`config.mk`:
```
export PLATFORM = sky130hd
export DESIGN_NAME = weighted_urn_sampler
export DESIGN_NICKNAME = d
export VERILOG_FILES = /design/src/hdl/wur_pkg.sv /design/src/hdl/wur_ram.sv /design/src/hdl/weighted_urn_sampler.sv
export VERILOG_INCLUDE_DIRS = /design/src /design/src/hdl
export SDC_FILE = /design/constraint.sdc
export NUM_CORES = 2
export LEC_CHECK = 0
export ABC_AREA = 1
export BUFFER_PORTS_ARGS = -buffer_cell sky130_fd_sc_hd__buf_2
export CAP_MARGIN = 20
export CELL_PAD_IN_SITES_DETAIL_PLACEMENT = 0
export CELL_PAD_IN_SITES_GLOBAL_PLACEMENT = 1
export CORE_MARGIN = 1
export CORE_UTILIZATION = 46
export DETAILED_ROUTE_END_ITERATION = 6
export PLACE_DENSITY = 0.76
export SLEW_MARGIN = 40
export SYNTH_ARGS = -nofsm -noshare
export SYNTH_HDL_FRONTEND = slang
export SYNTH_SLANG_ARGS = --single-unit
```
`constraint.sdc`:
```
create_clock -name clk -period 10.1 [get_ports clk]
set_input_delay 2.02 -clock clk [delete_from_list [all_inputs] [get_ports clk]]
set_output_delay 2.02 -clock clk [all_outputs]
set_load 0.005 [all_outputs]
```
`src/hdl/weighted_urn_sampler_assert.svh`:
```
// assertion macros for the weighted urn sampler
// expects clk and active-low rst_n in the scope of each use
`ifndef WEIGHTED_URN_SAMPLER_ASSERT_SVH
`define WEIGHTED_URN_SAMPLER_ASSERT_SVH

// same-cycle implication, disabled during reset
`define WUR_ASSERT_IMPL(label, ante, cons) \
    label: assert property (@(posedge clk) disable iff (!rst_n) (ante) |-> (cons)) \
        else $error("weighted_urn_sampler check failed");

// next-cycle implication, disabled during reset
`define WUR_ASSERT_NEXT(label, ante, cons) \
    label: assert property (@(posedge clk) disable iff (!rst_n) (ante) |=> (cons)) \
        else $error("weighted_urn_sampler check failed");

`endif

```
`src/hdl/wur_pkg.sv`:
```
// shared types and constants of the weighted urn sampler
// no dependencies
`timescale 1ns / 1ps

package wur_pkg;

    localparam int DATA_W    = 32;
    localparam int IDX_W     = 4;
    localparam int CNT_W     = 5;
    localparam int S_TDATA_W = 72;
    localparam int M_TDATA_W = 8;

    localparam logic [CNT_W-1:0] TYPE_COUNT_RESET = 5'd16;

    localparam logic OP_ADD    = 1'b0;
    localparam logic OP_SELECT = 1'b1;

    typedef enum logic [2:0] {
        ST_IDLE,
        ST_ADD_RD,
        ST_ADD_WR,
        ST_MUL_LO,
        ST_MUL_HI,
        ST_WALK,
        ST_DONE
    } wur_state_t;

endpackage

```
`src/hdl/wur_ram.sv`:
```
// generic single-port-write, single-port-read ram with registered read
// no dependencies
`timescale 1ns / 1ps

module wur_ram #(
    parameter int WIDTH = 32,
    parameter int DEPTH = 16
) (
    input  logic                     clk,
    input  logic                     we,
    input  logic [$clog2(DEPTH)-1:0] waddr,
    input  logic [WIDTH-1:0]         wdata,
    input  logic [$clog2(DEPTH)-1:0] raddr,
    output logic [WIDTH-1:0]         rdata
);

    logic [WIDTH-1:0] mem [DEPTH];
    logic [WIDTH-1:0] rdata_reg;

    always_ff @(posedge clk)
    begin
        if (we)
        begin
            mem[waddr] <= wdata;
        end
        rdata_reg <= mem[raddr];
    end

    assign rdata = rdata_reg;

endmodule

```
`src/hdl/weighted_urn_sampler.sv`:
```
// weighted urn sampler top level: sequencer, shared multiplier and walk adder
// depends on wur_pkg, wur_ram and weighted_urn_sampler_assert.svh
`timescale 1ns / 1ps

// Usage
//   s_* carries one item: s_tuser is the operation (0 add, 1 select), s_tdata
//   packs type_index, amount, draw from bit 0 up. An add item for a type in
//   use raises its count (saturating) and the running total; it gives no result.
//   A select item gives one result on m_*: m_tdata[4:0] is the chosen type,
//   or the number of types in use when none qualifies.
//   cfg_we/cfg_wdata write the number of types in use; write only when idle.
// Sequencing
//   s_tready is high only while the sequencer is idle. An add reads the ram,
//   registers the read data and writes back. A select makes two passes
//   through the 32x32 multiplier for draw * total, then takes one stored
//   count per cycle through the cumulative adder and compare, then loads the
//   output register. An empty urn or zero types goes straight to the output
//   register.
// Reset and stalls
//   reset clears all counts (per-entry valid bits), the total and the output
//   valid flag, and sets the type count to 16. A result waits in the output
//   register; a stalled receiver holds the sequencer in its final state.

module weighted_urn_sampler
    import wur_pkg::*;
#(
    parameter int MAX_TYPES = 16
) (
    input  logic                 clk,
    input  logic                 rst_n,
    input  logic                 s_tvalid,
    output logic                 s_tready,
    input  logic [S_TDATA_W-1:0] s_tdata,   // type_index[3:0], amount[35:4], draw[67:36]
    input  logic                 s_tuser,   // operation
    output logic                 m_tvalid,
    input  logic                 m_tready,
    output logic [M_TDATA_W-1:0] m_tdata,   // selected[4:0]
    input  logic                 cfg_we,
    input  logic [CNT_W-1:0]     cfg_wdata
);

    localparam int AW = $clog2(MAX_TYPES);
    localparam int TW = DATA_W + AW;
    localparam logic [8:0] MAX_W9 = 9'(MAX_TYPES);

    wur_state_t state_reg, state_next;

    logic [CNT_W-1:0]    type_count_reg;
    logic [CNT_W-1:0]    n_eff;
    logic [TW-1:0]       total_reg;
    logic [MAX_TYPES-1:0] valid_reg;
    logic                rd_valid_reg;

    logic [IDX_W-1:0]    idx_reg;
    logic [DATA_W-1:0]   amount_reg;
    logic [DATA_W-1:0]   draw_reg;
    logic [2*DATA_W-1:0] p0_reg;
    logic [TW-1:0]       hi_reg;
    logic                lo_zero_reg;
    logic [TW-1:0]       cum_reg;
    logic [CNT_W-1:0]    cnt_reg;
    logic [CNT_W-1:0]    result_reg;

    logic                m_tvalid_reg;
    logic [CNT_W-1:0]    sel_reg;

    logic [IDX_W-1:0]    in_idx;
    logic [DATA_W-1:0]   in_amount;
    logic [DATA_W-1:0]   in_draw;
    logic                accept;
    logic                idx_in_use;
    logic                out_free;

    logic [AW-1:0]       rd_addr;
    logic [AW-1:0]       wr_addr;
    logic                ram_we;
    logic [DATA_W-1:0]   rd_data;
    logic [DATA_W-1:0]   stored;
    logic                rd_addr_ok;

    logic [DATA_W:0]     add_sum;
    logic [DATA_W-1:0]   add_sat;
    logic [DATA_W-1:0]   mul_b;
    logic [2*DATA_W-1:0] mul_p;
    logic [TW-1:0]       cum_next;
    logic                hit;
    logic                last;

    assign in_idx    = s_tdata[3:0];
    assign in_amount = s_tdata[35:4];
    assign in_draw   = s_tdata[67:36];

    assign n_eff      = (9'(type_count_reg) > MAX_W9) ? CNT_W'(MAX_TYPES) : type_count_reg;
    assign idx_in_use = CNT_W'(in_idx) < n_eff;
    assign accept     = s_tvalid && s_tready;
    assign out_free   = !m_tvalid_reg || m_tready;

    // stored count, unwritten entries read as zero
    assign stored  = rd_valid_reg ? rd_data : '0;
    assign add_sum = {1'b0, stored} + {1'b0, amount_reg};
    assign add_sat = add_sum[DATA_W] ? '1 : add_sum[DATA_W-1:0];

    // shared multiplier: low then high half of the total
    assign mul_b = (state_reg == ST_MUL_LO) ? total_reg[DATA_W-1:0]
                                            : DATA_W'(total_reg[TW-1:DATA_W]);
    assign mul_p = draw_reg * mul_b;

    assign cum_next = cum_reg + TW'(stored);
    assign hit      = lo_zero_reg ? (cum_next >= hi_reg) : (cum_next > hi_reg);
    assign last     = (cnt_reg + 1'b1) == n_eff;

    wur_ram #(
        .WIDTH(DATA_W),
        .DEPTH(MAX_TYPES)
    ) u_counts (
        .clk  (clk),
        .we   (ram_we),
        .waddr(wr_addr),
        .wdata(add_sat),
        .raddr(rd_addr),
        .rdata(rd_data)
    );

    // next state
    always_comb
    begin
        state_next = state_reg;
        case (state_reg)
            ST_IDLE:
            begin
                if (s_tvalid)
                begin
                    if (s_tuser == OP_ADD)
                    begin
                        state_next = idx_in_use ? ST_ADD_RD : ST_IDLE;
                    end
                    else if (total_reg == '0 || n_eff == '0)
                    begin
                        state_next = ST_DONE;
                    end
                    else
                    begin
                        state_next = ST_MUL_LO;
                    end
                end
            end
            ST_ADD_RD: state_next = ST_ADD_WR;
            ST_ADD_WR: state_next = ST_IDLE;
            ST_MUL_LO: state_next = ST_MUL_HI;
            ST_MUL_HI: state_next = ST_WALK;
            ST_WALK:
            begin
                if (hit || last)
                begin
                    state_next = ST_DONE;
                end
            end
            ST_DONE:
            begin
                if (out_free)
                begin
                    state_next = ST_IDLE;
                end
            end
            default: state_next = ST_IDLE;
        endcase
    end

    // sequencer outputs
    always_comb
    begin
        s_tready = 1'b0;
        ram_we   = 1'b0;
        rd_addr  = AW'(idx_reg);
        wr_addr  = AW'(idx_reg);
        case (state_reg)
            ST_IDLE:   s_tready = 1'b1;
            ST_ADD_WR: ram_we   = 1'b1;
            ST_MUL_HI: rd_addr  = '0;
            ST_WALK:   rd_addr  = AW'(cnt_reg + 1'b1);
            default:   ;
        endcase
    end

    assign rd_addr_ok = 32'(rd_addr) < MAX_TYPES;

    always_ff @(posedge clk or negedge rst_n)
    begin
        if (!rst_n)
        begin
            state_reg      <= ST_IDLE;
            type_count_reg <= TYPE_COUNT_RESET;
            total_reg      <= '0;
            valid_reg      <= '0;
            rd_valid_reg   <= 1'b0;
            m_tvalid_reg   <= 1'b0;
        end
        else
        begin
            state_reg    <= state_next;
            rd_valid_reg <= rd_addr_ok && valid_reg[rd_addr];
            if (cfg_we)
            begin
                type_count_reg <= cfg_wdata;
            end
            if (state_reg == ST_ADD_WR)
            begin
                total_reg          <= total_reg + TW'(add_sat - stored);
                valid_reg[wr_addr] <= 1'b1;
            end
            if (state_reg == ST_DONE && out_free)
            begin
                m_tvalid_reg <= 1'b1;
            end
            else if (m_tready)
            begin
                m_tvalid_reg <= 1'b0;
            end
        end
    end

    // payload and walk registers
    always_ff @(posedge clk)
    begin
        case (state_reg)
            ST_IDLE:
            begin
                if (accept)
                begin
                    idx_reg    <= in_idx;
                    amount_reg <= in_amount;
                    draw_reg   <= in_draw;
                    cnt_reg    <= '0;
                    cum_reg    <= '0;
                    // empty urn: a zero draw picks type 0 when any type is in use
                    result_reg <= (total_reg == '0 && in_draw == '0 && n_eff != '0)
                                  ? '0 : n_eff;
                end
            end
            ST_MUL_LO: p0_reg <= mul_p;
            ST_MUL_HI:
            begin
                hi_reg      <= TW'(mul_p) + TW'(p0_reg[2*DATA_W-1:DATA_W]);
                lo_zero_reg <= p0_reg[DATA_W-1:0] == '0;
            end
            ST_WALK:
            begin
                cum_reg <= cum_next;
                cnt_reg <= cnt_reg + 1'b1;
                if (hit)
                begin
                    result_reg <= cnt_reg;
                end
                else if (last)
                begin
                    result_reg <= n_eff;
                end
            end
            default: ;
        endcase
        if (state_reg == ST_DONE && out_free)
        begin
            sel_reg <= result_reg;
        end
    end

    assign m_tvalid = m_tvalid_reg;
    assign m_tdata  = M_TDATA_W'(sel_reg);

`include "weighted_urn_sampler_assert.svh"

    `WUR_ASSERT_IMPL(a_walk_nonempty, (state_reg == ST_WALK), (total_reg != '0))
    `WUR_ASSERT_IMPL(a_walk_in_range, (state_reg == ST_WALK), (cnt_reg < n_eff))
    `WUR_ASSERT_NEXT(a_result_from_done, (state_reg != ST_DONE && !m_tvalid_reg), (!m_tvalid_reg))

endmodule

```
=== Yosys cells after proc, flatten, opt, wreduce, memory -nomap -nowiden ===
Memory sizes are Yosys's and may differ from the RTL's. A register that Yosys moved wholly into a read port is not among the register bits.
Index checks and enable logic that the tools add are counted.

* Bitwise logic cells: 1
* $add $sub $neg: 6
* Eq/ne operators: 12
* Mux-type cells: 32
* Reduce and logical (&&, ||, !) cells: 21
* $mul: 1
* $lt $le $gt $ge: 7

{| class="wikitable"
|+ Operators by type and width
! cell !! count
|-
| 32-bit two-way mux || 3
|-
| 36-bit by 32-bit adder with 36-bit output || 2
|-
| 36-bit one-hot mux with 2 select lines || 1
|-
| 32-bit logical NOT || 2
|-
| 32-bit by 32-bit multiplier with 64-bit output || 1
|-
| 36-bit adder || 1
|-
| 36-bit greater-or-equal comparator || 1
|-
| 36-bit > comparator || 1
|-
| 36-bit logical NOT || 1
|-
| 36-bit two-way mux || 1
|-
| 32-bit by 32-bit adder with 33-bit output || 1
|-
| 32-bit by 32-bit subtractor with 33-bit output || 1
|-
| 5-bit two-way mux || 6
|-
| 5-bit one-hot mux with 2 select lines || 2
|-
| 3-bit one-hot mux with 6 select lines || 1
|-
| 16-bit bitwise OR || 1
|-
| 3-bit two-way mux || 5
|-
| 4-bit by 5-bit less-than comparator with 1-bit output, second input constant || 2
|-
| 1-bit two-way mux || 10
|-
| 3-bit equality test, second input constant || 3
|-
| 2-bit inequality test, second input constant || 4
|-
| 4-bit one-hot mux with 2 select lines || 1
|-
| 3-bit by 2-bit equality test with 1-bit output, second input constant || 2
|-
| 3-bit AND reduction || 2
|-
| 17 further kinds || 25
|}

* Bits of input ports: 83
* RAM bits: 512
* Flip-flop bits (word level): 282
* Memories kept: 1

{| class="wikitable"
|+ Memories
! memory !! words !! bits a word !! rd ports !! clocked after memory_dff !! write ports !! RTL line !! text
|-
| u_counts.mem || 16 || 32 || 1 || 1 || 1 || wur_ram.sv:17 || <nowiki>logic [WIDTH-1:0] mem [DEPTH];</nowiki>
|}

=== Logic depth before layout (Yosys ltp) ===
* Depth after elaboration: 8
* Gate-level depth with buffers: 47
* Mapped depth without buffers: 44

=== Cells and area by module ===
A second synthesis with hierarchy kept.

* Cells, all modules: 8909
* Area total of the unflattened synthesis: 77131.5 um^2

{| class="wikitable"
|+ Modules (own cells, without submodules)
! module !! cells an instance !! sequential area each (um^2) !! times used !! area each (um^2)
|-
| weighted_urn_sampler || 6789 || 8159.1 || 1 || 54400.9
|-
| wur_ram || 2120 || 16015.4 || 1 || 22730.6
|}

=== Worst setup path before layout ===
OpenSTA, ideal clock, no wires.

* Path kind: register to register
* Start point: register state_reg[2]
* End point: register hi_reg[35] (data pin)
* Cell stages (with the launch flop): 44
* Slack: -0.089 ns
* Data arrival time: 9.937 ns
* Path buffers: 2
* Period minus slack after synthesis: 10.189 ns
* Cells stage by stage: dfrtp_1 nor3_4 inv_2 clkbuf_1 nor2_1 clkbuf_1 nand2_1 fa_1 inv_1 fa_1 inv_1 fa_1 inv_1 fa_1 inv_1 fa_1 fa_1 inv_1 [8 not listed] nor2_1 inv_1 nor3_1 nand2_1 o211ai_1 xor2_1 ha_1 inv_1 nor3_1 nand2_1 nor4_1 nand2_1 nand2_1 nand3_1 nand2_1 nand2_1 nand2_1 nand2_1

* Longest elaborated chain between the ends: 4

{| class="wikitable"
|+ Ends and longest elaborated chain
! what !! RTL line !! text
|-
| start, declared || weighted_urn_sampler.sv:46 || <nowiki>wur_state_t state_reg, state_next;</nowiki>
|-
| start signal, assigned || weighted_urn_sampler.sv:200 || <nowiki>state_reg <= state_next;</nowiki>
|-
| 3-bit by 2-bit equality test with 1-bit output || weighted_urn_sampler.sv:104 || <nowiki>assign mul_b = (state_reg == ST_MUL_LO) ? total_reg[DATA_W-1:0]</nowiki>
|-
| 32-bit two-way mux || weighted_urn_sampler.sv:104 ||
|-
| 32-bit by 32-bit multiplier with 64-bit output || weighted_urn_sampler.sv:106 || <nowiki>assign mul_p = draw_reg * mul_b;</nowiki>
|-
| named net mul_p[30] || weighted_urn_sampler.sv:84 || <nowiki>logic [2*DATA_W-1:0] mul_p;</nowiki>
|-
| 36-bit by 32-bit adder with 36-bit output || weighted_urn_sampler.sv:243 || <nowiki>hi_reg <= TW'(mul_p) + TW'(p0_reg[2*DATA_W-1:DATA_W]);</nowiki>
|-
| end signal, assigned || weighted_urn_sampler.sv:243 ||
|-
| end, declared || weighted_urn_sampler.sv:58 || <nowiki>logic [TW-1:0] hi_reg;</nowiki>
|}

The timed path passes the listed nets, and every way through them passes these cells.
A chain may end at the register's enable or synchronous reset.

=== Final worst setup path ===
* Start point: register state_reg[1]
* End point: register hi_reg[34] (data pin)

The elaborated chain is that of the path after synthesis.

==> flow_metrics.py <==
metrics = {
    "status": {
        "run_status": "complete, but fails checks",
        "violations": "DRC",
    },
    "final_layout": {
        "nets": 10100,
        "fillers": 15300,
        "largest_register_ffs": 512,
        "layout-drive-gt1-share": 0.0693,
        "final_common_cell": "inv_1",
        "diodes": 0,
        "synthToLayoutAreaGrowth_pct": 9.81,
        "final_cell_mix": "inv_1, nand2_1, fa_1",
    },
    "critical_path": {
        "worst-path-max-fanout": 19,
        "critPathLaunchType": "flip-flop",
        "crit_path_end_kind": "flip-flop",
        "crit_path_top_delay_cell": "fa_1",
        "crit_top_cell": "fa_1",
        "cpPeakStageDelay_ns": 0.57,
        "path_class": "flip-flop to flip-flop",
        "arrival_ns": 10.09,
        "cp.required_ns": 10.54,
    },
    "global_routing": {
        "grt_pass1_wl_mm": 367,
        "grtUsageTotal": 0.294,
        "grt_pass1_vias": 58100,
        "antenna_found_initial": 3,
        "grt_max_degree": 207,
        "overflow": 0,
    },
    "drt": {
        "vias_per_cell": 5.39,
        "ant_nets": 0,
        "dr.pass1.iters": 7,
        "drcViolationCount": 4,
        "drt_iter0_drc": 5563,
        "wl_mm": 243,
        "vias": 58700,
        "wl_per_cell_um": 22.3,
    },
    "clock_tree": {
        "cts_buffer_depth": 3,
        "clk_pin_slew_ns": 0.06,
        "htreeDepth": 3,
        "cts_buffers": 92,
        "cts_tree": "yes",
        "cts_setup_buffers": 0,
        "hold_buffers": 0,
        "clock_sinks": 826,
        "cts_resized": 0,
        "ctsRootBufferMaster": "clkbuf_16",
        "clock_latency_ns": 0.73,
    },
    "floorplan": {
        "dieArea_um2": 166000,
        "dieHeight_um": 408,
        "pin_count": 93,
        "core_um2": 163000,
        "row_count": 148,
        "start_util": 0.464,
        "die_w_um": 408,
    },
    "job": {
        "cap_violations": 0,
    },
    "sta": {
        "grt_setup_unrepaired": "no",
        "slew_violations": 0,
        "post-route-min-period_ns": 9.65,
        "post-route-period-util": 0.955,
        "finalHoldViolations": 0,
        "tightest_slew_ns": 0.892,
        "clock_skew_ns": 0.0485,
        "fin_setup_tns_ns": 0,
        "setup_violations": 0,
        "fmax_mhz": 104,
        "max_slew_margin": 0.404,
    },
    "synthesis": {
        "netlist_top_cells_area": "edfxtp_1, fa_1, inv_1",
        "syn_avg_cell_area_um2": 8.90,
        "synth-seq-cells": 826,
        "yosysUniqueCellTypes": 52,
        "synthCells": 8502,
        "yosys.area.top_type": "edfxtp_1",
        "synth_top_area_frac": 0.291,
        "yosysWarnings": 0,
        "synth_area_um2": 75600,
        "ys_seq_area_frac": 0.320,
    },
    "placement": {
        "gp_congestion": 0.962,
        "portBuffers": 85,
        "dpl.hpwl_mm": 191,
    },
    "hold_path": {
        "min_path_type": "flip-flop to flip-flop",
    },
}
[cell usage after synthesis (all sizes together)]
library cell	n
or2	18
nor3	44
dfstp	1
edfxtp	732
o221ai	4
nand2	1660
nor2	853
a21oi	429
and3	3
ha	466
nand4	46
a221oi	2
o21ai	340
xnor2	54
a21o	40
conb	1
dfrtp	61
o211ai	142
nor2b	1
nand3	374
o21a	13
a31o	1
o21bai	34
a211oi	6
o31ai	3
o2111ai	2
buf	128
and2	7
inv	1723
o22ai	3
nand2b	4
a21boi	13
dfxtp	32
clkinv	9
a31oi	19
clkbuf	177
fa	901
xor2	118
and3b	2
nand3b	8
nor4	28
[path summary, 6_finish.rpt]
check	to	start	slack, ns	cells past startpoint
max reg2reg	hi_reg[34]	state_reg[1]	0.45	37
min reg2reg	sel_reg[0]	result_reg[0]	0.42	0
min	sel_reg[0]	result_reg[0]	0.42	0
max in group asynchronous	rd_valid_reg	rst_n	7.96	2
max	hi_reg[34]	state_reg[1]	0.45	37
min in group asynchronous	total_reg[30]	rst_n	1.16	1
[per-stage QoR]
stage	worst slack, ns	hold WS [ns]	cells	util	instance area, µm²
after CTS	0.373	0.426	10900	0.509	83000
after global routing	0.0324	0.443	10900	0.510	83100
after detailed placement	0.439	0.411	10700	0.490	79900
final	0.450	0.420	10900	0.510	83100
after global placement	0.439	0.409	10700	0.489	79700
after floorplan	0.0193	0.400	8504	-	75700
[cells by family after synthesis]
| kind of cell | share of synthesized area |
|---|---|
| simple gates | 0.163 |
| buf+inv | 0.103 |
| fa+ha+maj | 0.316 |
| compound gates | 0.0789 |
| flops | 0.320 |
| xor+xnor | 0.0199 |
| other cells | 0.0000496 |
[layer usage]
| metal | GRT usage | part of all wire |
|---|---|---|
| met1 | 0.426 | 0.44 |
| met2 | 0.461 | 0.45 |
| met3 | 0.0421 | 0.075 |
| met4 | 0.0812 | 0.029 |
| met5 | 0 | 0.000054 |
[layout make-up]
class	instances	area [µm²]	area share
multi-input combinational	5641	44000	0.529
tap	2175	2720	0.0328
clock buffer	128	2560	0.0308
sequential	826	24200	0.291
inverter	1732	6510	0.0783
timing repair buffer	345	2560	0.0308
clock inverter	45	583	0.00702
[critical path: cells and delay by family (launching register included)]
kind,cells,cell delay (ns)
and+or+nand+nor,12,1.89
DFF,1,0.43
buffers and inverters,11,1.44
xor gates and xnor gates,1,0.17
AOI/OAI and AO/OA,3,0.62
adders and majority gates,10,4.84
Power is left out: the tool's default activity adds up to more than one toggle a clock period on the data nets, which glitch-free logic cannot reach.
